### config.mk
export PLATFORM = sky130hd
export DESIGN_NAME = der_certificate_field_locator_core
export DESIGN_NICKNAME = d
export VERILOG_FILES = /design/src/rtl/dcfl_pkg.sv /design/src/rtl/der_certificate_field_locator_core.sv /design/src/rtl/dcfl_in_reg.sv /design/src/rtl/dcfl_walker.sv /design/src/rtl/dcfl_out_reg.sv
export SDC_FILE = /design/constraint.sdc
export NUM_CORES = 1
export LEC_CHECK = 0
export BUFFER_PORTS_ARGS = -buffer_cell sky130_fd_sc_hd__buf_2
export CAP_MARGIN = 20
export CORE_AREA = 3 3 231 233
export CTS_BUF_LIST = sky130_fd_sc_hd__clkbuf_8
export CTS_CLUSTER_SIZE = 20
export DETAILED_ROUTE_END_ITERATION = 16
export DIE_AREA = 0 0 234 236
export PLACE_DENSITY_LB_ADDON = 0.25
export REMOVE_ABC_BUFFERS = 1
export SLEW_MARGIN = 25
export SYNTH_ARGS = -nofsm -noshare
export SYNTH_HDL_FRONTEND = slang
export SYNTH_HIERARCHICAL = 1
export SYNTH_SLANG_ARGS = --single-unit
export TNS_END_PERCENT = 100
### constraint.sdc
create_clock -name clk -period 8.4 [get_ports clk]
set_input_delay 0.84 -clock clk [delete_from_list [all_inputs] [get_ports clk]]
set_output_delay 0.84 -clock clk [all_outputs]
set_load 0.1 [all_outputs]
### src/rtl/dcfl_pkg.sv
// ----------------------------------------------------------------------------
// dcfl_pkg
// Shared types and constants of the certificate field locator.
// ----------------------------------------------------------------------------
`default_nettype none

package dcfl_pkg;

	// Parser phase, one-hot
	typedef enum logic [4:0] {
		PH_TAG  = 5'b00001,
		PH_LEN  = 5'b00010,
		PH_LLEN = 5'b00100,
		PH_SKIP = 5'b01000,
		PH_DONE = 5'b10000
	} phase_t;

	// Level 3 element indexes that are captured, and the element count
	localparam logic [2:0] ELEM_SERIAL  = 3'd1;
	localparam logic [2:0] ELEM_ISSUER  = 3'd3;
	localparam logic [2:0] ELEM_SUBJECT = 3'd5;
	localparam logic [2:0] ELEM_COUNT   = 3'd6;

	localparam logic [7:0] LEN_LONG_FLAG = 8'h80;

	localparam int FIELD_W = 16;

	// One input beat after the input register
	typedef struct packed {
		logic [7:0] data;
		logic       last;
	} in_beat_t;

	// One result beat
	typedef struct packed {
		logic               status;
		logic [FIELD_W-1:0] serial_offset;
		logic [FIELD_W-1:0] serial_length;
		logic [FIELD_W-1:0] issuer_offset;
		logic [FIELD_W-1:0] issuer_length;
		logic [FIELD_W-1:0] subject_offset;
		logic [FIELD_W-1:0] subject_length;
	} result_t;

endpackage

`default_nettype wire

### src/rtl/der_certificate_field_locator_core.sv
// ----------------------------------------------------------------------------
// der_certificate_field_locator_core
// Streaming DER/BER certificate walker that locates serial, issuer, subject.
// ----------------------------------------------------------------------------
// Feed the certificate one byte per beat on the input channel and mark its
// final byte with is_last. The block walks the outer sequence, the body and
// the first six body elements, and on the last byte delivers exactly one
// result beat: status (0 good, 1 malformed or truncated) plus tag offset and
// full encoded length (header included) of serial, issuer and subject, all
// zero on a bad status. The byte register, the walker update and the result
// register let one byte in per clock, apart from the stall described next;
// out_valid rises when the result register loads the result computed on
// the held last byte. Input stalls only while a finished result waits
// in the result register and the byte held is itself a last byte. Offsets
// count from 0 at the first byte of each certificate; POSITION_WIDTH sets
// the offset and length counters (offsets saturate at 2^POSITION_WIDTH-1,
// longer streams are reported malformed). No clearing pass after reset.
// ----------------------------------------------------------------------------
`default_nettype none

module der_certificate_field_locator_core #(
	parameter int POSITION_WIDTH = 16
) (
	input  wire logic        clk,
	input  wire logic        arst_n,
	input  wire logic        in_valid,
	output logic             in_ready,
	input  wire logic [7:0]  data_byte,
	input  wire logic        is_last,
	output logic             out_valid,
	input  wire logic        out_ready,
	output logic             status,
	output logic [15:0]      serial_offset,
	output logic [15:0]      serial_length,
	output logic [15:0]      issuer_offset,
	output logic [15:0]      issuer_length,
	output logic [15:0]      subject_offset,
	output logic [15:0]      subject_length
);
	import dcfl_pkg::*;

	logic     valid_s1;
	in_beat_t beat_s1;
	logic     advance;
	logic     can_load;
	result_t  res_s1;
	result_t  res_q;

	// a held byte moves on unless it is a last byte and the result slot is busy
	assign advance = valid_s1 && (!beat_s1.last || can_load);

	dcfl_in_reg u_in_reg (
		.clk       (clk),
		.arst_n    (arst_n),
		.in_valid  (in_valid),
		.in_ready  (in_ready),
		.data_byte (data_byte),
		.is_last   (is_last),
		.advance   (advance),
		.valid_s1  (valid_s1),
		.beat_s1   (beat_s1)
	);

	// per-byte TLV state update; result is combinational from the held beat
	dcfl_walker #(
		.POS_W (POSITION_WIDTH)
	) u_walker (
		.clk    (clk),
		.arst_n (arst_n),
		.step   (advance),
		.beat   (beat_s1),
		.result (res_s1)
	);

	// one result beat per certificate, loaded on the last byte
	dcfl_out_reg u_out_reg (
		.clk       (clk),
		.arst_n    (arst_n),
		.load      (advance && beat_s1.last),
		.res_in    (res_s1),
		.can_load  (can_load),
		.out_valid (out_valid),
		.out_ready (out_ready),
		.res_q     (res_q)
	);

	assign status         = res_q.status;
	assign serial_offset  = res_q.serial_offset;
	assign serial_length  = res_q.serial_length;
	assign issuer_offset  = res_q.issuer_offset;
	assign issuer_length  = res_q.issuer_length;
	assign subject_offset = res_q.subject_offset;
	assign subject_length = res_q.subject_length;

endmodule

`default_nettype wire

### src/rtl/dcfl_in_reg.sv
// ----------------------------------------------------------------------------
// dcfl_in_reg
// Input register: holds one byte beat until the walker consumes it.
// ----------------------------------------------------------------------------
`default_nettype none

module dcfl_in_reg (
	input  wire logic              clk,
	input  wire logic              arst_n,
	input  wire logic              in_valid,
	output logic                   in_ready,
	input  wire logic [7:0]        data_byte,
	input  wire logic              is_last,
	input  wire logic              advance,
	output logic                   valid_s1,
	output dcfl_pkg::in_beat_t     beat_s1
);
	import dcfl_pkg::*;

	assign in_ready = !valid_s1 || advance;

	always_ff @(posedge clk or negedge arst_n) begin
		if (!arst_n) begin
			valid_s1 <= 1'b0;
		end else if (in_ready) begin
			valid_s1 <= in_valid;
		end
	end

	// payload, no reset
	always_ff @(posedge clk) begin
		if (in_ready && in_valid) begin
			beat_s1.data <= data_byte;
			beat_s1.last <= is_last;
		end
	end

endmodule

`default_nettype wire

### src/rtl/dcfl_walker.sv
// ----------------------------------------------------------------------------
// dcfl_walker
// TLV walker state: three nesting levels, lengths, captures, final verdict.
// ----------------------------------------------------------------------------
`default_nettype none

module dcfl_walker #(
	parameter int POS_W = 16
) (
	input  wire logic               clk,
	input  wire logic               arst_n,
	input  wire logic               step,
	input  wire dcfl_pkg::in_beat_t beat,
	output dcfl_pkg::result_t       result
);
	import dcfl_pkg::*;

	localparam int SUM_W = (POS_W + 2 > FIELD_W) ? POS_W + 2 : FIELD_W;
	localparam logic [POS_W-1:0] LIMIT = {POS_W{1'b1}};

	logic [POS_W-1:0]   pos_q, pos_n;
	phase_t             phase_q, phase_n;
	logic [1:0]         lvl_q, lvl_n;
	logic [POS_W-1:0]   rr0_q, rr0_n, rr1_q, rr1_n, rr2_q, rr2_n;
	logic [2:0]         idx_q, idx_n;
	logic [POS_W-1:0]   acc_q, acc_n;
	logic [6:0]         left_q, left_n;
	logic [POS_W-1:0]   start_q, start_n;
	logic               err_q, err_n;
	logic [FIELD_W-1:0] cap_q [6];
	logic [FIELD_W-1:0] cap_n [6];

	logic               empty;
	logic               hc_go;
	logic [POS_W-1:0]   hc_size;
	logic [POS_W-1:0]   parent;
	logic [POS_W+7:0]   acc_wide;
	logic [SUM_W-1:0]   full_len;
	logic [SUM_W-1:0]   start_ext;
	logic               bad;

	always_comb begin
		pos_n   = (pos_q < LIMIT) ? pos_q + 1'b1 : pos_q;
		phase_n = phase_q;
		lvl_n   = lvl_q;
		rr0_n   = rr0_q;
		rr1_n   = rr1_q;
		rr2_n   = rr2_q;
		idx_n   = idx_q;
		acc_n   = acc_q;
		left_n  = left_q;
		start_n = start_q;
		err_n   = err_q;
		cap_n   = cap_q;
		empty   = 1'b0;
		hc_go   = 1'b0;
		hc_size = '0;
		parent  = rr1_q;
		acc_wide = {acc_q, beat.data};
		start_ext = SUM_W'(start_q);
		full_len  = '0;

		if (!err_q) begin
			if (pos_q == LIMIT && (phase_q != PH_DONE || rr0_q != '0)) begin
				err_n = 1'b1;
			end else begin
				if (lvl_q >= 2'd1 && rr0_q != '0) rr0_n = rr0_q - 1'b1;
				if (lvl_q >= 2'd2 && rr1_q != '0) rr1_n = rr1_q - 1'b1;
				if (phase_q == PH_SKIP && rr2_q != '0) rr2_n = rr2_q - 1'b1;

				if (lvl_q == 2'd0)      empty = beat.last;
				else if (lvl_q == 2'd1) empty = (rr0_n == '0);
				else                    empty = (rr1_n == '0);

				unique case (phase_q)
					PH_TAG: begin
						start_n = pos_q;
						if (empty) err_n = 1'b1;
						else       phase_n = PH_LEN;
					end
					PH_LEN: begin
						if (empty) begin
							err_n = 1'b1;
						end else if ((beat.data & LEN_LONG_FLAG) != 8'h00) begin
							acc_n  = '0;
							left_n = beat.data[6:0];
							if (beat.data[6:0] == 7'd0) hc_go = 1'b1;
							else                        phase_n = PH_LLEN;
						end else begin
							hc_go   = 1'b1;
							hc_size = POS_W'(beat.data[6:0]);
						end
					end
					PH_LLEN: begin
						acc_n = acc_wide[POS_W-1:0];
						if ((acc_wide[POS_W+7:POS_W] != 8'h00) || empty) begin
							err_n = 1'b1;
						end else begin
							left_n = left_q - 1'b1;
							if (left_n == 7'd0) begin
								hc_go   = 1'b1;
								hc_size = acc_wide[POS_W-1:0];
							end
						end
					end
					PH_SKIP: begin
						if (rr2_n == '0) begin
							if (idx_q >= ELEM_COUNT)  phase_n = PH_DONE;
							else if (rr1_n == '0)     err_n = 1'b1;
							else                      phase_n = PH_TAG;
						end
					end
					PH_DONE: begin
					end
					default: begin
					end
				endcase

				// header complete: size known
				parent = (lvl_q == 2'd1) ? rr0_n : rr1_n;
				if (hc_go) begin
					if (lvl_q != 2'd0 && hc_size > parent) begin
						err_n = 1'b1;
					end else if (lvl_q < 2'd2) begin
						if (lvl_q == 2'd0) rr0_n = hc_size;
						else               rr1_n = hc_size;
						lvl_n   = lvl_q + 1'b1;
						phase_n = PH_TAG;
						if (hc_size == '0) err_n = 1'b1;
					end else begin
						full_len = SUM_W'(pos_q) + SUM_W'(1) - start_ext + SUM_W'(hc_size);
						case (idx_q)
							ELEM_SERIAL: begin
								cap_n[0] = start_ext[FIELD_W-1:0];
								cap_n[1] = full_len[FIELD_W-1:0];
							end
							ELEM_ISSUER: begin
								cap_n[2] = start_ext[FIELD_W-1:0];
								cap_n[3] = full_len[FIELD_W-1:0];
							end
							ELEM_SUBJECT: begin
								cap_n[4] = start_ext[FIELD_W-1:0];
								cap_n[5] = full_len[FIELD_W-1:0];
							end
							default: begin
							end
						endcase
						rr2_n = hc_size;
						idx_n = idx_q + 1'b1;
						if (hc_size != '0)           phase_n = PH_SKIP;
						else if (idx_n >= ELEM_COUNT) phase_n = PH_DONE;
						else if (rr1_n == '0)        err_n = 1'b1;
						else                         phase_n = PH_TAG;
					end
				end
			end
		end

		bad = err_n || (phase_n != PH_DONE) || (rr0_n != '0);
		result.status         = bad;
		result.serial_offset  = bad ? '0 : cap_n[0];
		result.serial_length  = bad ? '0 : cap_n[1];
		result.issuer_offset  = bad ? '0 : cap_n[2];
		result.issuer_length  = bad ? '0 : cap_n[3];
		result.subject_offset = bad ? '0 : cap_n[4];
		result.subject_length = bad ? '0 : cap_n[5];
	end

	always_ff @(posedge clk or negedge arst_n) begin
		if (!arst_n) begin
			pos_q   <= '0;
			phase_q <= PH_TAG;
			lvl_q   <= 2'd0;
			rr0_q   <= '0;
			rr1_q   <= '0;
			rr2_q   <= '0;
			idx_q   <= 3'd0;
			acc_q   <= '0;
			left_q  <= 7'd0;
			start_q <= '0;
			err_q   <= 1'b0;
		end else if (step) begin
			if (beat.last) begin
				// next certificate starts from scratch
				pos_q   <= '0;
				phase_q <= PH_TAG;
				lvl_q   <= 2'd0;
				rr0_q   <= '0;
				rr1_q   <= '0;
				rr2_q   <= '0;
				idx_q   <= 3'd0;
				acc_q   <= '0;
				left_q  <= 7'd0;
				start_q <= '0;
				err_q   <= 1'b0;
			end else begin
				pos_q   <= pos_n;
				phase_q <= phase_n;
				lvl_q   <= lvl_n;
				rr0_q   <= rr0_n;
				rr1_q   <= rr1_n;
				rr2_q   <= rr2_n;
				idx_q   <= idx_n;
				acc_q   <= acc_n;
				left_q  <= left_n;
				start_q <= start_n;
				err_q   <= err_n;
			end
		end
	end

	// captures only matter once all six elements are seen; no reset needed
	always_ff @(posedge clk) begin
		if (step) begin
			cap_q <= cap_n;
		end
	end

	a_lvl_range: assert property (@(posedge clk) disable iff (!arst_n)
		lvl_q != 2'd3)
		else $error("nesting level out of range");

	a_done_count: assert property (@(posedge clk) disable iff (!arst_n)
		phase_q == PH_DONE |-> idx_q == ELEM_COUNT && lvl_q == 2'd2)
		else $error("done before all six elements");

	a_last_clears: assert property (@(posedge clk) disable iff (!arst_n)
		step && beat.last |=> pos_q == '0 && phase_q == PH_TAG && !err_q)
		else $error("state not cleared after last beat");

	a_skip_level: assert property (@(posedge clk) disable iff (!arst_n)
		phase_q == PH_SKIP |-> lvl_q == 2'd2 && idx_q != 3'd0)
		else $error("skip outside level 3");

endmodule

`default_nettype wire

### src/rtl/dcfl_out_reg.sv
// ----------------------------------------------------------------------------
// dcfl_out_reg
// Result register: holds one result beat until the consumer takes it.
// ----------------------------------------------------------------------------
`default_nettype none

module dcfl_out_reg (
	input  wire logic              clk,
	input  wire logic              arst_n,
	input  wire logic              load,
	input  wire dcfl_pkg::result_t res_in,
	output logic                   can_load,
	output logic                   out_valid,
	input  wire logic              out_ready,
	output dcfl_pkg::result_t      res_q
);
	import dcfl_pkg::*;

	assign can_load = !out_valid || out_ready;

	always_ff @(posedge clk or negedge arst_n) begin
		if (!arst_n) begin
			out_valid <= 1'b0;
		end else if (can_load) begin
			out_valid <= load;
		end
	end

	always_ff @(posedge clk) begin
		if (load && can_load) begin
			res_q <= res_in;
		end
	end

endmodule

`default_nettype wire
==> impl_metrics.ini, run 1 <==
[setup_path]
crit_fanout = 32
path_class = reg2reg
crit_path_max_incr_delay_ps = 730
cp_slowest_cell = or4_1
r2r_start = u_walker/rr1_q[8]
cp.arrival_ps = 8040
cp_cell_sequence = or4_1 > or2_2 > nor3_1 > mux2_2 > or4_4 > o221ai_2 > buf_4 > nor2_1 > nand2_1 > inv_1 > ha_1 > a21o_1 > a21oi_1 > a21oi_1 > o31ai_1 > a31o_2 > and2_1 > and3_1 > nand2_1 > o31ai_1 > nand4_1 > buf_12 > buf_12 > nor3b_1
cp_data_required_time_ps = 8870
start_kind = flip-flop
cp-startpoint = u_walker/rr1_q[8]
end_kind = flip-flop

[clock_network]
post-cts-setup-buffer-count = 0
cts_buffers = 59
cts.sinks = 318
clock_tree.buffer_depth = 3
cts_root_buf = clkbuf_8
cts-resized-gates = 0
ctsHoldBuffers = 0
cts_tree = built
path_clk_slew_ps = 60
htree_levels = 2
clk-insertion-delay-late_ps = 670

[logic_synthesis]
seq_area_frac_synth = 0.499
ys_types = 90
syn_inst = 1757
synth_area_leaders = edfxtp_1 34%, dfrtp_1 16%, nand2_1 4.9%
synth-edff-count = 202
async_reset_ff_frac = 0.365
synth_top_cell_by_area = edfxtp_1
yosysWarnings = 6
ys_seq_elements = 318
synth_area_per_cell_um2 = 10.2
synthFlopType = edfxtp_1
netlist_area_mm2 = 0.0180
yosys.area.top_type_share = 0.337

[route]
dr.pass1.iters = 8
vias = 14400
via_per_inst = 5.54
wl_per_cell_um = 20.9
wl_um = 54400
antenna_left = 0
remaining_drc_errors = 0
first_iter_violations = 1295

[floorplan]
num_io_pins = 112
fp.dieH_um = 236
die_w_um = 234
start_util = 0.350
dieArea_mm2 = 0.0552
core_mm2 = 0.0514
fp-row-count = 83

[status]
status = finished, final reports clean

[grt]
grt_pass1_vias = 14200
grt_pass1_wl_um = 84300
overflow = 0
grt_use_total = 0.196
antenna_found_initial = 0
grt_max_degree = 66

[pwr]
vdd_ir_drop_max_mv = 0.123
power_density_mw_per_mm2 = 269
p_leak_nw = 8.10

[timing]
period_share = 0.901
skew_ps = 24.4
max_freq_mhz = 132
grt_setup_unrepaired = no
period_minus_slack_ps = 7570
relSlewSlack = 0.355
final_hold_viol_count = 0
fin_setup_tns_ps = 0
tightest_slew_ps = 959
worst_slack_ps = 832
slew_violations = 0
setup_viol = 0

[layout]
final_common_cell = nand2_1
mostFrequentLayoutCells = 233 x nand2_1, 202 x edfxtp_1, 165 x o21ai_0
post-route-util = 0.399
nNetsFinal = 1943
drive_gt1_frac = 0.183
antenna_cells = 0
area_delta_synth_final_pct = 14.2
final_area_mm2 = 0.0205

[hold_path]
hp-class = in2async

[placed_design]
place_congestion = 0.926
placed_cell_area_mm2 = 0.0194
dp_hpwl_um = 38200
io_buffers = 111
dp_slack_ps = 1000

[run]
cap_violations = 0
-- cell type report --
type / instances / area, µm²
clock inverter: 44 / 248
multi-input combinational: 1260 / 8340
clock buffer: 66 / 908
tap: 680 / 851
inverter: 73 / 274
timing repair buffer: 158 / 936
fill: 5023 / 30900
sequential: 318 / 8970
-- registers in the layout, summed over array words and instances (netlist names) --
register             flops
u_in_reg/beat_s1         9
u_walker/idx_q           3
u_walker/rr0_q          16
u_walker/lvl_q           2
u_out_reg/res_q         97
u_walker/phase_q         5
u_walker/start_q        16
u_walker/left_q          7
u_walker/acc_q          16
u_out_reg/out_valid      1
u_in_reg/valid_s1        1
u_walker/pos_q          16
u_walker/cap_q          96
u_walker/rr1_q          16
u_walker/err_q           1
u_walker/rr2_q          16
-- critical path: cells and delay by family, from the launching register on --
family | cells | cell delay, ps
AOI/OAI and AO/OA | 7 | 1630
adders and majority gates | 1 | 330
buffers and inverters | 4 | 900
DFF | 1 | 460
muxes | 1 | 420
and+or+nand+nor | 11 | 3630
-- cell usage after synthesis (12+ instances only) --
library cell / count
a21o_1: 18
a21oi_1: 74
a22o_1: 15
buf_2: 19
clkbuf_1: 77
dfrtp_1: 115
edfxtp_1: 202
fa_1: 15
ha_1: 45
inv_1: 71
mux2_2: 44
mux2i_1: 14
nand2_1: 234
nand3_1: 42
nand4_1: 25
nor2_1: 98
nor3_1: 42
nor3b_1: 71
nor3b_2: 30
nor4_1: 26
o21ai_0: 165
o31ai_1: 24
or3_1: 12
or4_1: 17
xnor2_1: 26
xor2_1: 25
-- cells by family (layout without fill, tap and decap cells) --
logic type	after synthesis	after routing	synth area share
simple gates	678	678	0.207
flops	318	318	0.499
fa+ha+maj	60	60	0.0480
xor+xnor	51	51	0.0248
mux	58	58	0.0353
buf+inv	179	341	0.0404
compound gates	413	413	0.146
-- where the power goes --
| group | internal (mW) | switching (mW) |
|---|---|---|
| clock | 0.783 | 0.691 |
| sequential | 1.83 | 0.147 |
| combinational | 0.612 | 1.47 |
| total | 3.22 | 2.31 |
-- final timing paths --
check,slack [ps],end,cells after the start
min,270,u_in_reg/valid_s1,1
max in group asynchronous,6730,u_walker/pos_q[6],2
min reg2reg,480,u_walker/start_q[4],2
min in group clk,370,u_in_reg/beat_s1[0],1
max reg2reg,830,u_out_reg/res_q[52],24
max,830,u_out_reg/res_q[52],24
-- per-stage QoR --
step,power (mW),hold WS (ps),instances
floorplan,3.40,449,1651
global placement,4.06,461,2489
detailed placement,4.05,470,2489
CTS,5.56,268,2599
global route,5.83,308,2599
finish,5.53,265,2599
-- layer usage --
layer  global-route usage  vias up  routed length (µm)
met4               0.0597        0                1450
met2                0.315      519               25500
li1                     -     6725                   -
met5                    0        -                   0
met1                0.268     7065               24000
met3               0.0373       99                3420
Note: power is estimated with default switching activity, not from simulation.
==> inputs of run 2 (changes only) <==
CORE_AREA = 3 3 234 236   (was 3 3 231 233)
DIE_AREA = 0 0 237 239   (was 0 0 234 236)
SYNTH_HIERARCHICAL = unset   (was 1)
==> run 2 against run 1 <==
  * Clock-buffer cell count up 4
  * Synthesized area increased by 2.5%
  * Via count rose by 1.6%
  * Cell count fell by 0.69%
  * Flip-flop and latch count is the same
  * Synthesized cell count decreased by 1.4%
  * Fmax down 3.4%
  * Register-to-register slack lost 270 ps
  * Combinational power about the same
  * Sequential power hardly changed
  * Worst hold slack got worse by 39 ps
  * Setup slack lost 270 ps
  * Critical path type unchanged
  * Critical endpoint is now u_out_reg.res_q[76]
==> impl_metrics.ini, run 2 <==
[timing]
fin_setup_tns_ps = 0
setup_viol = 0
tightest_slew_ps = 964
skew_ps = 31.3
worst_slack_ps = 562
relSlewSlack = 0.355
period_minus_slack_ps = 7840
period_share = 0.933
max_freq_mhz = 128
hold_ws_ps = 226
grt_setup_unrepaired = no
slew_violations = 0
final_hold_viol_count = 0

[floorplan]
fp.dieH_um = 239
num_io_pins = 112
core_mm2 = 0.0527
fp-row-count = 84
die_w_um = 237
start_util = 0.350
dieArea_mm2 = 0.0566

[setup_path]
crit_fanout = 12
cp_data_required_time_ps = 8890
end_kind = flip-flop
cp.arrival_ps = 8330
ff2ff_path_depth = 24
start_kind = flip-flop
path_class = reg2reg

[hold_path]
hp-class = in2async

[clock_network]
cts-resized-gates = 0
cts.sinks = 318
cts_tree = built
cts_buffers = 58
cts_root_buf = clkbuf_8
path_clk_slew_ps = 60
clk-insertion-delay-late_ps = 670
post-cts-setup-buffer-count = 0
htree_levels = 2
ctsHoldBuffers = 0
clock_tree.buffer_depth = 3

[pwr]
p_leak_nw = 8.12
vdd_ir_drop_max_mv = 0.183
power_density_mw_per_mm2 = 270
power_mw = 5.71

[logic_synthesis]
synth-edff-count = 202
netlist_area_mm2 = 0.0184
async_reset_ff_frac = 0.365
syn_inst = 1732
synth.most_common_cell = edfxtp_1
synthFlopType = edfxtp_1
seq_area_frac_synth = 0.486
synth_top_cell_by_area = edfxtp_1
yosysWarnings = 0
ys_seq_elements = 318
synth_common_cells = 202 x edfxtp_1, 160 x nand2_1, 115 x dfrtp_1
synth_area_per_cell_um2 = 10.6
ys_types = 90
yosys.area.top_type_share = 0.329
synth_area_leaders = edfxtp_1 33%, dfrtp_1 16%, mux2_2 4.0%

[layout]
final_common_cell = edfxtp_1
final_area_mm2 = 0.0212
top_register = u_out_reg.res_q
instances_no_fill = 2581
area_delta_synth_final_pct = 14.7
nNetsFinal = 1914
reg_top3 = u_out_reg.res_q (97), u_walker.cap_q (96)
post-route-util = 0.402
mostFrequentLayoutCells = 202 x edfxtp_1, 160 x nand2_1, 115 x dfrtp_1
drive_gt1_frac = 0.210
largest_reg_flops = 97

[route]
wl_um = 55300
via_per_inst = 5.67
dr.pass1.iters = 6
wl_per_cell_um = 21.4
first_iter_violations = 1330
vias = 14600
antenna_left = 0
remaining_drc_errors = 0

[run]
cap_violations = 0

[grt]
grt_max_degree = 72
grt_pass1_vias = 14300
grt_pass1_wl_um = 84700
antenna_found_initial = 1
grt_use_total = 0.189
overflow = 0

[placed_design]
place_congestion = 0.998
dp_hpwl_um = 37700
dp.cells = 2469
placed_cell_area_mm2 = 0.0199
dp_slack_ps = 727
io_buffers = 111

[status]
status = finished, final reports clean
run 2: cell count changes after synthesis, moves of 14 or more:
cell     previous run  this run
mux2_2             44        65
a21oi_1            74        91
or3_1              12        27
mux2_1              0        18
nand2_1           234       160
o22ai_1            10        24
o21ai_0           165       106
run 2: final timing paths:
path                               startpoint  slack [ps]                  end
setup / recovery            u_walker.lvl_q[1]         560  u_out_reg.res_q[76]
max in group asynchronous              arst_n        7020    u_walker.pos_q[6]
setup reg to reg            u_walker.lvl_q[1]         560  u_out_reg.res_q[76]
hold reg to reg            u_walker.acc_q[10]         480   u_walker.acc_q[10]
hold / removal                         arst_n         230   u_walker.rr0_q[15]
min in group clk                 data_byte[1]         360  u_in_reg.beat_s1[2]
run 2: cells by family after synthesis:
group | synth area share
buffers and inverters | 0.0421
and+or+nand+nor | 0.189
adders and majority gates | 0.0468
xor gates and xnor gates | 0.0214
DFF | 0.486
AOI/OAI and AO/OA | 0.150
muxes | 0.0634
run 2: critical path, stage by stage (launching register included):
cell       delay, ps
dfrtp_1          500
clkinv_1         330
ha_1             390
or4b_2           780
nor3_1           370
mux2i_1          250
o2111ai_1        140
or4_4            610
o31ai_4          270
buf_4            220
nor3_1           140
and2_1           320
fa_1             440
fa_1             490
a21o_1           190
a21oi_1          210
o21ai_0          110
a21oi_1          230
o21bai_1         110
a211oi_1         330
o21a_1           270
nor2_1            80
xor2_1           430
mux2_2           260
nor3b_1          180
run 2: power breakdown:
| part | total, mW | switching (mW) | internal, mW |
|---|---|---|---|
| registers | 1.99 | 0.174 | 1.81 |
| logic | 2.10 | 1.43 | 0.670 |
| clock network | 1.62 | 0.705 | 0.917 |
run 2: cell type report:
class	instances	area, µm²
clock buffer	70	963
sequential	318	8970
timing repair buffer	154	992
clock inverter	39	320
multi-input combinational	1232	8740
inverter	77	292
tap	688	861
antenna	3	7.51
fill	5088	31500
run 2: routing by layer:
layer,GRT usage,part of all wire,up-vias
met5,0,0,-
li1,-,-,6738
met2,0.291,0.45,556
met3,0.0382,0.073,118
met1,0.268,0.45,7221
met4,0.0616,0.028,0
